### config.mk
export PLATFORM = sky130hd
export DESIGN_NAME = time_sorted_event_table_core
export DESIGN_NICKNAME = d
export VERILOG_FILES = /design/src/hdl/tset_pkg.sv /design/src/hdl/time_sorted_event_table_core.sv /design/src/hdl/tset_ctrl.sv /design/src/hdl/tset_dpath.sv
export SDC_FILE = /design/constraint.sdc
export NUM_CORES = 1
export LEC_CHECK = 0
export BUFFER_PORTS_ARGS = -buffer_cell sky130_fd_sc_hd__buf_2
export CORE_MARGIN = 2
export CORE_UTILIZATION = 33
export DETAILED_ROUTE_END_ITERATION = 6
export SYNTH_ARGS = -nofsm -noshare
export SYNTH_HDL_FRONTEND = slang
export SYNTH_HIERARCHICAL = 1
export SYNTH_SLANG_ARGS = --single-unit
### constraint.sdc
create_clock -name i_clk -period 7.1 [get_ports i_clk]
set_input_delay 0.355 -clock i_clk [delete_from_list [all_inputs] [get_ports i_clk]]
set_output_delay 0.355 -clock i_clk [all_outputs]
set_load 0.02 [all_outputs]
### src/hdl/tset_pkg.sv
// Shared constants, codes and types for the time-sorted event table.
`timescale 1ns / 1ps

package tset_pkg;

    // Table size and derived widths
    localparam int CAPACITY = 16;
    localparam int IDX_W    = (CAPACITY > 1) ? $clog2(CAPACITY) : 1;
    localparam int CNT_W    = $clog2(CAPACITY + 1);

    // Field widths
    localparam int CMD_W    = 2;
    localparam int HOUR_W   = 5;
    localparam int MINUTE_W = 6;
    localparam int TAG_W    = 16;
    localparam int POS_W    = 4;
    localparam int STATUS_W = 2;
    localparam int KEY_W    = HOUR_W + MINUTE_W;

    // Width wide enough to compare a position against a count
    localparam int CMP_W    = ((CNT_W > POS_W) ? CNT_W : POS_W) + 1;

    // Command codes
    localparam logic [CMD_W-1:0] CMD_INSERT = 2'd0;
    localparam logic [CMD_W-1:0] CMD_DELETE = 2'd1;
    localparam logic [CMD_W-1:0] CMD_READ   = 2'd2;

    // Status codes
    localparam logic [STATUS_W-1:0] ST_OK     = 2'd0;
    localparam logic [STATUS_W-1:0] ST_FULL   = 2'd1;
    localparam logic [STATUS_W-1:0] ST_EMPTY  = 2'd2;
    localparam logic [STATUS_W-1:0] ST_BADIDX = 2'd3;

    // One stored entry
    typedef struct packed {
        logic [HOUR_W-1:0]   hour;
        logic [MINUTE_W-1:0] minute;
        logic [TAG_W-1:0]    tag;
    } t_entry;

    // Controller to datapath commands
    typedef struct packed {
        logic load;   // capture the input beat
        logic exec;   // apply the command and register the result
    } t_dp_cmd;

    // Datapath to controller status
    typedef struct packed {
        logic out_free;   // output register can take a result this cycle
    } t_dp_status;

endpackage

### src/hdl/time_sorted_event_table_core.sv
// Top level of the time-sorted event table: controller plus datapath.
// An accepted beat is held in the input registers; exec then loads the result register.
// The controller takes a beat and applies it when the output is free, then takes the next.
// A result may wait in the output register while the next input beat is taken.
// Reset (synchronous, active low) empties the table and drops any pending result.
// Entry cells are not cleared; entries past the count are never read.
`timescale 1ns / 1ps

module time_sorted_event_table_core (
    input  logic                                i_clk,
    input  logic                                i_rst_n,
    input  logic                                i_in_valid,
    output logic                                o_in_ready,
    input  logic [tset_pkg::CMD_W-1:0]          i_cmd,
    input  logic [tset_pkg::HOUR_W-1:0]         i_new_hour,
    input  logic [tset_pkg::MINUTE_W-1:0]       i_new_minute,
    input  logic [tset_pkg::TAG_W-1:0]          i_new_tag,
    input  logic [tset_pkg::POS_W-1:0]          i_position,
    output logic                                o_out_valid,
    input  logic                                i_out_ready,
    output logic [tset_pkg::STATUS_W-1:0]       o_status,
    output logic [tset_pkg::HOUR_W-1:0]         o_out_hour,
    output logic [tset_pkg::MINUTE_W-1:0]       o_out_minute,
    output logic [tset_pkg::TAG_W-1:0]          o_out_tag,
    output logic [tset_pkg::CNT_W-1:0]          o_entry_count
);

    tset_pkg::t_dp_cmd    dp_cmd;
    tset_pkg::t_dp_status dp_status;

    // Sequencing
    tset_ctrl u_ctrl (
        .i_clk       (i_clk),
        .i_rst_n     (i_rst_n),
        .i_in_valid  (i_in_valid),
        .o_in_ready  (o_in_ready),
        .i_dp_status (dp_status),
        .o_dp_cmd    (dp_cmd)
    );

    // Table, count and result register
    tset_dpath u_dpath (
        .i_clk         (i_clk),
        .i_rst_n       (i_rst_n),
        .i_dp_cmd      (dp_cmd),
        .o_dp_status   (dp_status),
        .i_cmd         (i_cmd),
        .i_new_hour    (i_new_hour),
        .i_new_minute  (i_new_minute),
        .i_new_tag     (i_new_tag),
        .i_position    (i_position),
        .o_out_valid   (o_out_valid),
        .i_out_ready   (i_out_ready),
        .o_status      (o_status),
        .o_out_hour    (o_out_hour),
        .o_out_minute  (o_out_minute),
        .o_out_tag     (o_out_tag),
        .o_entry_count (o_entry_count)
    );

endmodule

### src/hdl/tset_ctrl.sv
// Controller state machine of the time-sorted event table.
`timescale 1ns / 1ps

module tset_ctrl (
    input  logic                  i_clk,
    input  logic                  i_rst_n,
    input  logic                  i_in_valid,
    output logic                  o_in_ready,
    input  tset_pkg::t_dp_status  i_dp_status,
    output tset_pkg::t_dp_cmd     o_dp_cmd
);

    localparam logic S_IDLE = 1'b0;
    localparam logic S_EXEC = 1'b1;

    logic r_state;
    logic n_state;

    // Next state
    always_comb begin
        n_state = r_state;
        case (r_state)
            S_IDLE: begin
                if (i_in_valid) begin
                    n_state = S_EXEC;
                end
            end
            S_EXEC: begin
                if (i_dp_status.out_free) begin
                    n_state = S_IDLE;
                end
            end
            default: n_state = S_IDLE;
        endcase
    end

    always_ff @(posedge i_clk) begin
        if (!i_rst_n) begin
            r_state <= S_IDLE;
        end else begin
            r_state <= n_state;
        end
    end

    // Handshake and datapath commands
    assign o_in_ready    = (r_state == S_IDLE);
    assign o_dp_cmd.load = (r_state == S_IDLE) && i_in_valid;
    assign o_dp_cmd.exec = (r_state == S_EXEC) && i_dp_status.out_free;

endmodule

### src/hdl/tset_dpath.sv
// Datapath: entry cells with parallel compare and shift, count and result register.
`timescale 1ns / 1ps

module tset_dpath (
    input  logic                                i_clk,
    input  logic                                i_rst_n,
    input  tset_pkg::t_dp_cmd                   i_dp_cmd,
    output tset_pkg::t_dp_status                o_dp_status,
    input  logic [tset_pkg::CMD_W-1:0]          i_cmd,
    input  logic [tset_pkg::HOUR_W-1:0]         i_new_hour,
    input  logic [tset_pkg::MINUTE_W-1:0]       i_new_minute,
    input  logic [tset_pkg::TAG_W-1:0]          i_new_tag,
    input  logic [tset_pkg::POS_W-1:0]          i_position,
    output logic                                o_out_valid,
    input  logic                                i_out_ready,
    output logic [tset_pkg::STATUS_W-1:0]       o_status,
    output logic [tset_pkg::HOUR_W-1:0]         o_out_hour,
    output logic [tset_pkg::MINUTE_W-1:0]       o_out_minute,
    output logic [tset_pkg::TAG_W-1:0]          o_out_tag,
    output logic [tset_pkg::CNT_W-1:0]          o_entry_count
);

    // Captured input beat
    logic [tset_pkg::CMD_W-1:0] r_cmd;
    logic [tset_pkg::POS_W-1:0] r_pos;
    tset_pkg::t_entry           r_new;

    // Table state
    tset_pkg::t_entry           r_cell [tset_pkg::CAPACITY];
    tset_pkg::t_entry           n_cell [tset_pkg::CAPACITY];
    logic [tset_pkg::CNT_W-1:0] r_count;
    logic [tset_pkg::CNT_W-1:0] n_count;

    // Result register
    logic                          r_out_valid;
    logic [tset_pkg::STATUS_W-1:0] r_status;
    logic [tset_pkg::STATUS_W-1:0] n_status;
    tset_pkg::t_entry              r_out;
    tset_pkg::t_entry              n_out;

    logic [tset_pkg::CAPACITY-1:0] le;
    logic [tset_pkg::KEY_W-1:0]    new_key;
    logic                          full;
    logic                          empty;
    logic                          bad_idx;
    logic [tset_pkg::IDX_W-1:0]    rd_idx;

    // Capture the input beat
    always_ff @(posedge i_clk) begin
        if (i_dp_cmd.load) begin
            r_cmd        <= i_cmd;
            r_pos        <= i_position;
            r_new.hour   <= i_new_hour;
            r_new.minute <= i_new_minute;
            r_new.tag    <= i_new_tag;
        end
    end

    assign new_key = {r_new.hour, r_new.minute};
    assign full    = (r_count == tset_pkg::CNT_W'(tset_pkg::CAPACITY));
    assign empty   = (r_count == '0);
    assign bad_idx = (tset_pkg::CMP_W'(r_pos) >= tset_pkg::CMP_W'(r_count));
    assign rd_idx  = tset_pkg::IDX_W'(r_pos);

    // Per-cell compare: valid and time earlier or equal to the new entry
    always_comb begin
        for (int i = 0; i < tset_pkg::CAPACITY; i++) begin
            le[i] = (tset_pkg::CNT_W'(i) < r_count) &&
                    ({r_cell[i].hour, r_cell[i].minute} <= new_key);
        end
    end

    // Next cell contents: open a slot on insert, close the gap on delete
    always_comb begin
        for (int i = 0; i < tset_pkg::CAPACITY; i++) begin
            n_cell[i] = r_cell[i];
        end
        if (i_dp_cmd.exec && (r_cmd == tset_pkg::CMD_INSERT) && !full) begin
            if (!le[0]) begin
                n_cell[0] = r_new;
            end
            for (int i = 1; i < tset_pkg::CAPACITY; i++) begin
                if (!le[i]) begin
                    n_cell[i] = le[i-1] ? r_new : r_cell[i-1];
                end
            end
        end else if (i_dp_cmd.exec && (r_cmd == tset_pkg::CMD_DELETE) &&
                     !empty && !bad_idx) begin
            for (int i = 0; i < tset_pkg::CAPACITY - 1; i++) begin
                if (tset_pkg::CMP_W'(i) >= tset_pkg::CMP_W'(r_pos)) begin
                    n_cell[i] = r_cell[i+1];
                end
            end
        end
    end

    always_ff @(posedge i_clk) begin
        for (int i = 0; i < tset_pkg::CAPACITY; i++) begin
            r_cell[i] <= n_cell[i];
        end
    end

    // Status, read data and next count
    always_comb begin
        n_status = tset_pkg::ST_OK;
        n_out    = '0;
        n_count  = r_count;
        case (r_cmd)
            tset_pkg::CMD_INSERT: begin
                if (full) begin
                    n_status = tset_pkg::ST_FULL;
                end else begin
                    n_count = r_count + 1'b1;
                end
            end
            tset_pkg::CMD_DELETE: begin
                if (empty) begin
                    n_status = tset_pkg::ST_EMPTY;
                end else if (bad_idx) begin
                    n_status = tset_pkg::ST_BADIDX;
                end else begin
                    n_count = r_count - 1'b1;
                end
            end
            tset_pkg::CMD_READ: begin
                if (empty) begin
                    n_status = tset_pkg::ST_EMPTY;
                end else if (bad_idx) begin
                    n_status = tset_pkg::ST_BADIDX;
                end else begin
                    n_out = r_cell[rd_idx];
                end
            end
            default: n_status = tset_pkg::ST_OK;
        endcase
    end

    // Count register
    always_ff @(posedge i_clk) begin
        if (!i_rst_n) begin
            r_count <= '0;
        end else if (i_dp_cmd.exec) begin
            r_count <= n_count;
        end
    end

    // Result register: loaded on exec, held until the beat is taken
    always_ff @(posedge i_clk) begin
        if (!i_rst_n) begin
            r_out_valid <= 1'b0;
        end else if (i_dp_cmd.exec) begin
            r_out_valid <= 1'b1;
        end else if (i_out_ready) begin
            r_out_valid <= 1'b0;
        end
    end

    always_ff @(posedge i_clk) begin
        if (i_dp_cmd.exec) begin
            r_status <= n_status;
            r_out    <= n_out;
        end
    end

    assign o_dp_status.out_free = !r_out_valid || i_out_ready;

    assign o_out_valid   = r_out_valid;
    assign o_status      = r_status;
    assign o_out_hour    = r_out.hour;
    assign o_out_minute  = r_out.minute;
    assign o_out_tag     = r_out.tag;
    assign o_entry_count = r_count;

    // Count stays within the table
    a_count_range: assert property (@(posedge i_clk) disable iff (!i_rst_n)
        r_count <= tset_pkg::CNT_W'(tset_pkg::CAPACITY))
        else $error("entry count above capacity");

    // Count moves only on exec, and by one at most
    a_count_hold: assert property (@(posedge i_clk) disable iff (!i_rst_n)
        !i_dp_cmd.exec |=> $stable(r_count))
        else $error("entry count changed without a command");

    a_count_step: assert property (@(posedge i_clk) disable iff (!i_rst_n)
        i_dp_cmd.exec |=> (r_count == $past(r_count)) ||
                          (r_count == $past(r_count) + 1'b1) ||
                          (r_count == $past(r_count) - 1'b1))
        else $error("entry count moved by more than one");

    // Exec never overwrites a result that has not been taken
    a_no_overwrite: assert property (@(posedge i_clk) disable iff (!i_rst_n)
        i_dp_cmd.exec |-> (!r_out_valid || i_out_ready))
        else $error("result register overwritten");

    // A full table reports full on insert
    a_full_status: assert property (@(posedge i_clk) disable iff (!i_rst_n)
        (i_dp_cmd.exec && (r_cmd == tset_pkg::CMD_INSERT) && full) |=>
            (r_status == tset_pkg::ST_FULL) && r_out_valid)
        else $error("insert on full table not reported");

endmodule

==> reports/qor.yml, run 1 <==
via_per_inst: 6.04
setup_tns_ns: 0
synth.largest_area_cell: "edfxtp_1"
critPathCaptureType: "register"
multiInputGateArea_mm2: 0.0161
rsz0062_at_grt: "no"
dieArea_mm2: 0.100
finalCriticalPeriod_ns: 4.85
fp-row-count: 114
synth_area_leaders: "edfxtp_1 (46%), mux4_2 (9.4%), mux2i_1 (7.7%), ha_1 (7.3%), a21oi_1 (5.0%)"
drc: 0
drt_pre_antenna_iters: 5
placedCellCount: 3954
holdPathEnd: "u_dpath/o_out_valid"
nFillCells: 9376
grt_first_pass_wirelength_um: 162000
regArea_mm2: 0.0150
finalCritPeriodShare_pct: 68.3
p_leak_uw: 0.0142
cp_max_fo: 29
drt_iter0_markers: 2873
synth.avg_cell_area_um2: 11.4
timing.fmax_mhz: 206
layout-drive-gt1-share_pct: 15.2
reg2reg_slack_ns: 2.25
antenna_found_initial: 2
clk_pin_slew_ns: 0.06
fin_skew_ns: 0.0356
clkLatencyLatePin_ns: 0.66
cts_sinks: 501
r2r-end: "u_dpath/r_cell[6][16]"
tightest_slew_ns: 1.34
io_pins: 73
io_buffers: 72
drt_wl_total_um: 109000
h-tree-depth: 2
required_ns: 7.34
r2r_start: "u_dpath/new_key[6]"
synthesis.nets: 3037
die_y_um: 316
hold_start: "i_out_ready"
reg2reg_depth: 8
initial_core_util_pct: 33.3
cts_resized: 0
cts_buffers: 57
first_global_vias: 23521
arrival_ns: 5.09
synth_cells: 2812
fin_util_pct: 37.0
yosys_warnings: 6
final_nets: 2996
min_path_cells: 3
maxSlewHeadroom_pct: 10.6
syn-cell-area_mm2: 0.0322
hpwl_um: 68100
mostFrequentLayoutCells: "edfxtp_1 (494), a21oi_1 (319), nor2_1 (273)"
finalMaxSlewViolations: 0
synth_edf_count: 494
synthDistinctLibCells: 68
die_w_um: 316
wire_per_inst_um: 26.7
track_usage_pct: 21.6
fin_cells: 4093
drtAntennaViolNets: 0
ys.flop_type: "edfxtp_1"
peakVddDrop_uv: 205
startpoint_type: "register"
outcome: "completed"
synth.top_cell.area_share_pct: 46.1
core-area_mm2: 0.0967
grt_start_max_net_pins: 201
cts_buffer_depth: 3
power.density_mw_per_mm2: 198
finalSetupViolations: 0
critical_path_class: "register to register"
vias: 24719
cts-hold-fix-buffers: 34
final_common_cell: "edfxtp_1"
syn2layout_area_growth_pct: 11.1
cts_tree: "built"
root_buffer: "clkbuf_16"
crit_start: "u_dpath/new_key[6]"
postSynth.asyncResetShare_pct: 0
place_congestion: 0.920
post_cts_buffers: 0
ys_ff_latch: 501
ys_seq_area_share_pct: 46.5
drv_cap: 0
gr-total-overflow: 0
hp-class: "primary input to register"
finalHoldViolations: 0
[layout make-up]
class | count | area share, %
diodes | 1 | 0.00700
flip-flops and latches | 501 | 41.9
inverters | 50 | 0.525
well taps | 1276 | 4.47
clock buffers | 76 | 4.27
multi-input cells | 2005 | 44.9
clock inverters | 28 | 0.787
repair buffers | 156 | 3.15
[metrics by stage]
step	instance area [um2]	hold WS (ns)	total power, uW	setup WS, ns
4_1_cts	35800	0.0270	7110	2.43
3_5_place_dp	33600	0.533	4150	2.46
2_1_floorplan	32200	0.454	3900	1.95
6_report	35800	0.0435	7070	2.25
5_1_grt	35800	0.0797	7290	2.02
3_3_place_gp	33600	0.523	4140	2.45
[metal layers]
metal	global-route usage [%]	up-vias	wire length, um
met5	0	-	0
met2	32.5	1309	47700
li1	-	10789	-
met4	7.54	0	3930
met1	30.6	12435	47000
met3	4.83	186	10700
[sequential cells by signal, summed over array words and instances, names as in the netlist]
register and flops:
u_dpath/new_key 11, u_dpath/o_status 2, u_dpath/o_out_valid 1, u_dpath/o_out_tag 16, u_dpath/o_out_minute 6, u_dpath/o_out_hour 5
u_dpath/r_cmd 2, u_ctrl/r_state 1, u_dpath/r_pos 4, u_dpath/r_cell 432, u_dpath/r_new 16, u_dpath/o_entry_count 5
[worst max-delay path, stage by stage (launching register included)]
cell	delay [ns]
edfxtp_1	0.77
inv_1	0.55
ha_1	0.49
nand4_1	0.29
a21oi_1	0.48
o311ai_0	0.24
nand2_2	0.87
nand2_1	0.22
o21ai_4	0.50
[kinds of logic (layout without fill, tap and decap cells)]
logic type / Yosys count / after routing / synth area share [%]
XOR/XNOR: 1 / 1 / 0.0272
buffers and inverters: 306 / 310 / 4.40
other: 0 / 1 / 0
AO/OA/AOI/OAI: 719 / 719 / 14.1
AND/OR/NAND/NOR: 686 / 686 / 9.45
adder cells (fa/ha/maj): 188 / 188 / 7.31
flip-flops: 501 / 501 / 46.5
multiplexers: 411 / 411 / 18.2
[cells in the mapped netlist, drive strengths merged (4+ instances only)]
master  number
edfxtp     494
a21oi      325
nor2       277
mux2i      249
nand2      213
ha         188
o21ai      144
clkbuf     138
mux4       135
buf        118
o221a       81
o22ai       53
inv         50
nand3       44
nand4       36
and3        35
nand2b      28
mux2        27
a211oi      25
o211ai      22
nand3b      12
o21bai      11
o221ai      11
o311ai      11
nor3        10
or3         10
dfxtp        7
nor2b        7
o31ai        6
a21o         5
and2         5
a21boi       4
or2          4
[power breakdown]
part | total, uW | switching [uW] | internal (uW) | leakage [uW]
clock | 2960 | 1300 | 1660 | 0.000879
combinational | 708 | 424 | 284 | 0.00876
sequential | 3410 | 98.2 | 3310 | 0.00456
[how the worst max path moves through the flow]
stage,end,slack [ns],cells past startpoint
after floorplan,u_dpath/r_cell[0][0],1.95,12
after global placement,u_dpath/r_cell[4][15],2.45,10
after detailed placement,u_dpath/r_cell[4][15],2.46,10
after CTS,u_dpath/r_cell[10][16],2.43,8
after global routing,u_dpath/r_cell[6][17],2.02,8
final,u_dpath/r_cell[6][16],2.25,8
No activity file was read; power rests on OpenSTA's default activity.
==> run 2: changes to the inputs <==
- clock period: 7.1 -> 4.25 ns (I/O delays scaled with it)
==> reports/qor.yml, run 2 (same netlist as run 1, synthesis figures left out) <==
met1_usage_pct: 30.1
track_usage_pct: 21.4
rsz0062_at_grt: "no"
critical_path_class: "register to register"
r2r-end: "u_dpath/r_cell[2][3]"
reg2reg_slack_ns: 0.68
timing.fmax_mhz: 280
reg2reg_depth: 11
clkLatencyLatePin_ns: 0.64
min_path_cells: 2
setup_tns_ns: 0
finalCritPeriodShare_pct: 83.9
hold_start: "i_new_tag[2]"
antenna_found_initial: 4
first_global_vias: 23719
dieArea_mm2: 0.100
cp_slowest_cell: "nand3_2"
maxSlewHeadroom_pct: 25.7
max_stage_delay_ns: 0.49
holdPathEnd: "u_dpath/r_new[2]"
finalMaxSlewViolations: 0
io_buffers: 72
core-area_mm2: 0.0967
hpwl_um: 71200
drt_iter0_markers: 2991
crit_top_cell: "buf_4"
gr-total-overflow: 0
die_y_um: 316
final_common_cell: "edfxtp_1"
grt_start_max_net_pins: 158
mostFrequentLayoutCells: "edfxtp_1 (494), a21oi_1 (319), nor2_1 (273)"
fin_util_pct: 37.5
drv_cap: 0
final_cell_area_mm2: 0.0363
cts_tree: "built"
power.density_mw_per_mm2: 322
via_per_inst: 5.93
fin_skew_ns: 0.0199
top_register: "u_dpath/r_cell"
initial_core_util_pct: 33.3
crit_buf_inv: 4
largest_reg_flops: 432
p_leak_uw: 0.0145
cts_buffers: 57
r2r_start: "u_dpath/new_key[10]"
drt_pre_antenna_iters: 5
io_pins: 73
wire_per_inst_um: 26.0
dpl_cell_area_mm2: 0.0342
drt_wl_total_um: 108000
cp_max_fo: 18
fin_hold_ws_ns: 0.283
root_buffer: "clkbuf_16"
gr-max-usage-layer: "met2"
finalHoldViolations: 0
cts_sinks: 501
drtAntennaViolNets: 0
die_w_um: 316
arrival_ns: 3.92
path_cells: "buf_4 -> inv_1 -> buf_4 -> ha_1 -> nand4_1 -> or3_1 -> o311ai_1 -> nand3_2 -> buf_4 -> mux2i_1 -> a21oi_1"
final_nets: 3070
clk_pin_slew_ns: 0.07
critPathCaptureType: "register"
h-tree-depth: 2
cts_buffer_depth: 3
grt_first_pass_wirelength_um: 160000
finalSetupViolations: 0
critical_path.top_delay_family: "simple AND/OR/NAND/NOR gates"
finalCriticalPeriod_ns: 3.57
required_ns: 4.60
syn2layout_area_growth_pct: 12.8
vias: 24702
drc: 0
fp-row-count: 114
tightest_slew_ns: 1.11
place_congestion: 0.895
peakVddDrop_uv: 299
startpoint_type: "register"
hp-class: "primary input to register"
met2_usage_pct: 33.1
outcome: "completed"
layout-drive-gt1-share_pct: 17.3
placedCellCount: 4027
use_met3_pct: 3.96
fin_cells: 4166
run 2: layout make-up:
class	count	area [um2]
Clock buffer	75	1520
Inverter	50	188
Multi-Input combinational cell	2005	16100
Fill cell	9455	60400
Tap cell	1276	1600
Sequential cell	501	15000
Clock inverter	28	233
Timing Repair Buffer	230	1730
Antenna cell	1	2.50
run 2: how the worst max path moves through the flow:
| stage | from | end | slack (ns) | cells after the start |
|---|---|---|---|---|
| 4_1_cts | u_dpath/new_key[10] | u_dpath/r_cell[2][3] | 0.77 | 11 |
| 3_3_place_gp | u_dpath/new_key[10] | u_dpath/r_cell[2][2] | 0.81 | 11 |
| 2_1_floorplan | u_dpath/r_pos[0] | u_dpath/r_cell[2][0] | -0.13 | 12 |
| 3_5_place_dp | u_dpath/new_key[10] | u_dpath/r_cell[2][3] | 0.77 | 11 |
| 6_report | u_dpath/new_key[10] | u_dpath/r_cell[2][3] | 0.68 | 11 |
| 5_1_grt | u_dpath/new_key[10] | u_dpath/r_cell[2][1] | 0.56 | 11 |
run 2: timing repair:
action	4_1_cts	5_1_grt
resized for setup	0	0
setup buffers	0	0
hold endpoints to repair	40	0
hold buffers	35	0
run 2: where the power goes:
part	total, uW	switching (uW)	internal, uW
clock network	4810	2130	2680
registers	5650	126	5520
logic	1240	736	504
total	11700	2990	8710
run 2: worst reg2reg max path, cell delays in order (launching register included):
cell and delay [ns]:
edfxtp_1 0.32, buf_4 0.24, inv_1 0.22, buf_4 0.24
ha_1 0.31, nand4_1 0.17, or3_1 0.45, o311ai_1 0.16
nand3_2 0.49, buf_4 0.40, mux2i_1 0.19, a21oi_1 0.10
run 2: through the flow:
| stage | setup slack [ns] | power (uW) |
|---|---|---|
| 6_report | 0.685 | 11700 |
| 5_1_grt | 0.562 | 12100 |
| 4_1_cts | 0.768 | 11800 |
| 3_5_place_dp | 0.772 | 6950 |
| 3_3_place_gp | 0.806 | 6940 |
| 2_1_floorplan | -0.134 | 6520 |
run 2: per-layer routing:
| metal | wire, um | up-vias | part of all wire [%] |
|---|---|---|---|
| met3 | 9710 | 197 | 9.0 |
| met1 | 46400 | 12322 | 43 |
| met2 | 48600 | 1222 | 45 |
| met4 | 3630 | 2 | 3.4 |
| li1 | - | 10959 | - |
| met5 | 13 | - | 0.012 |
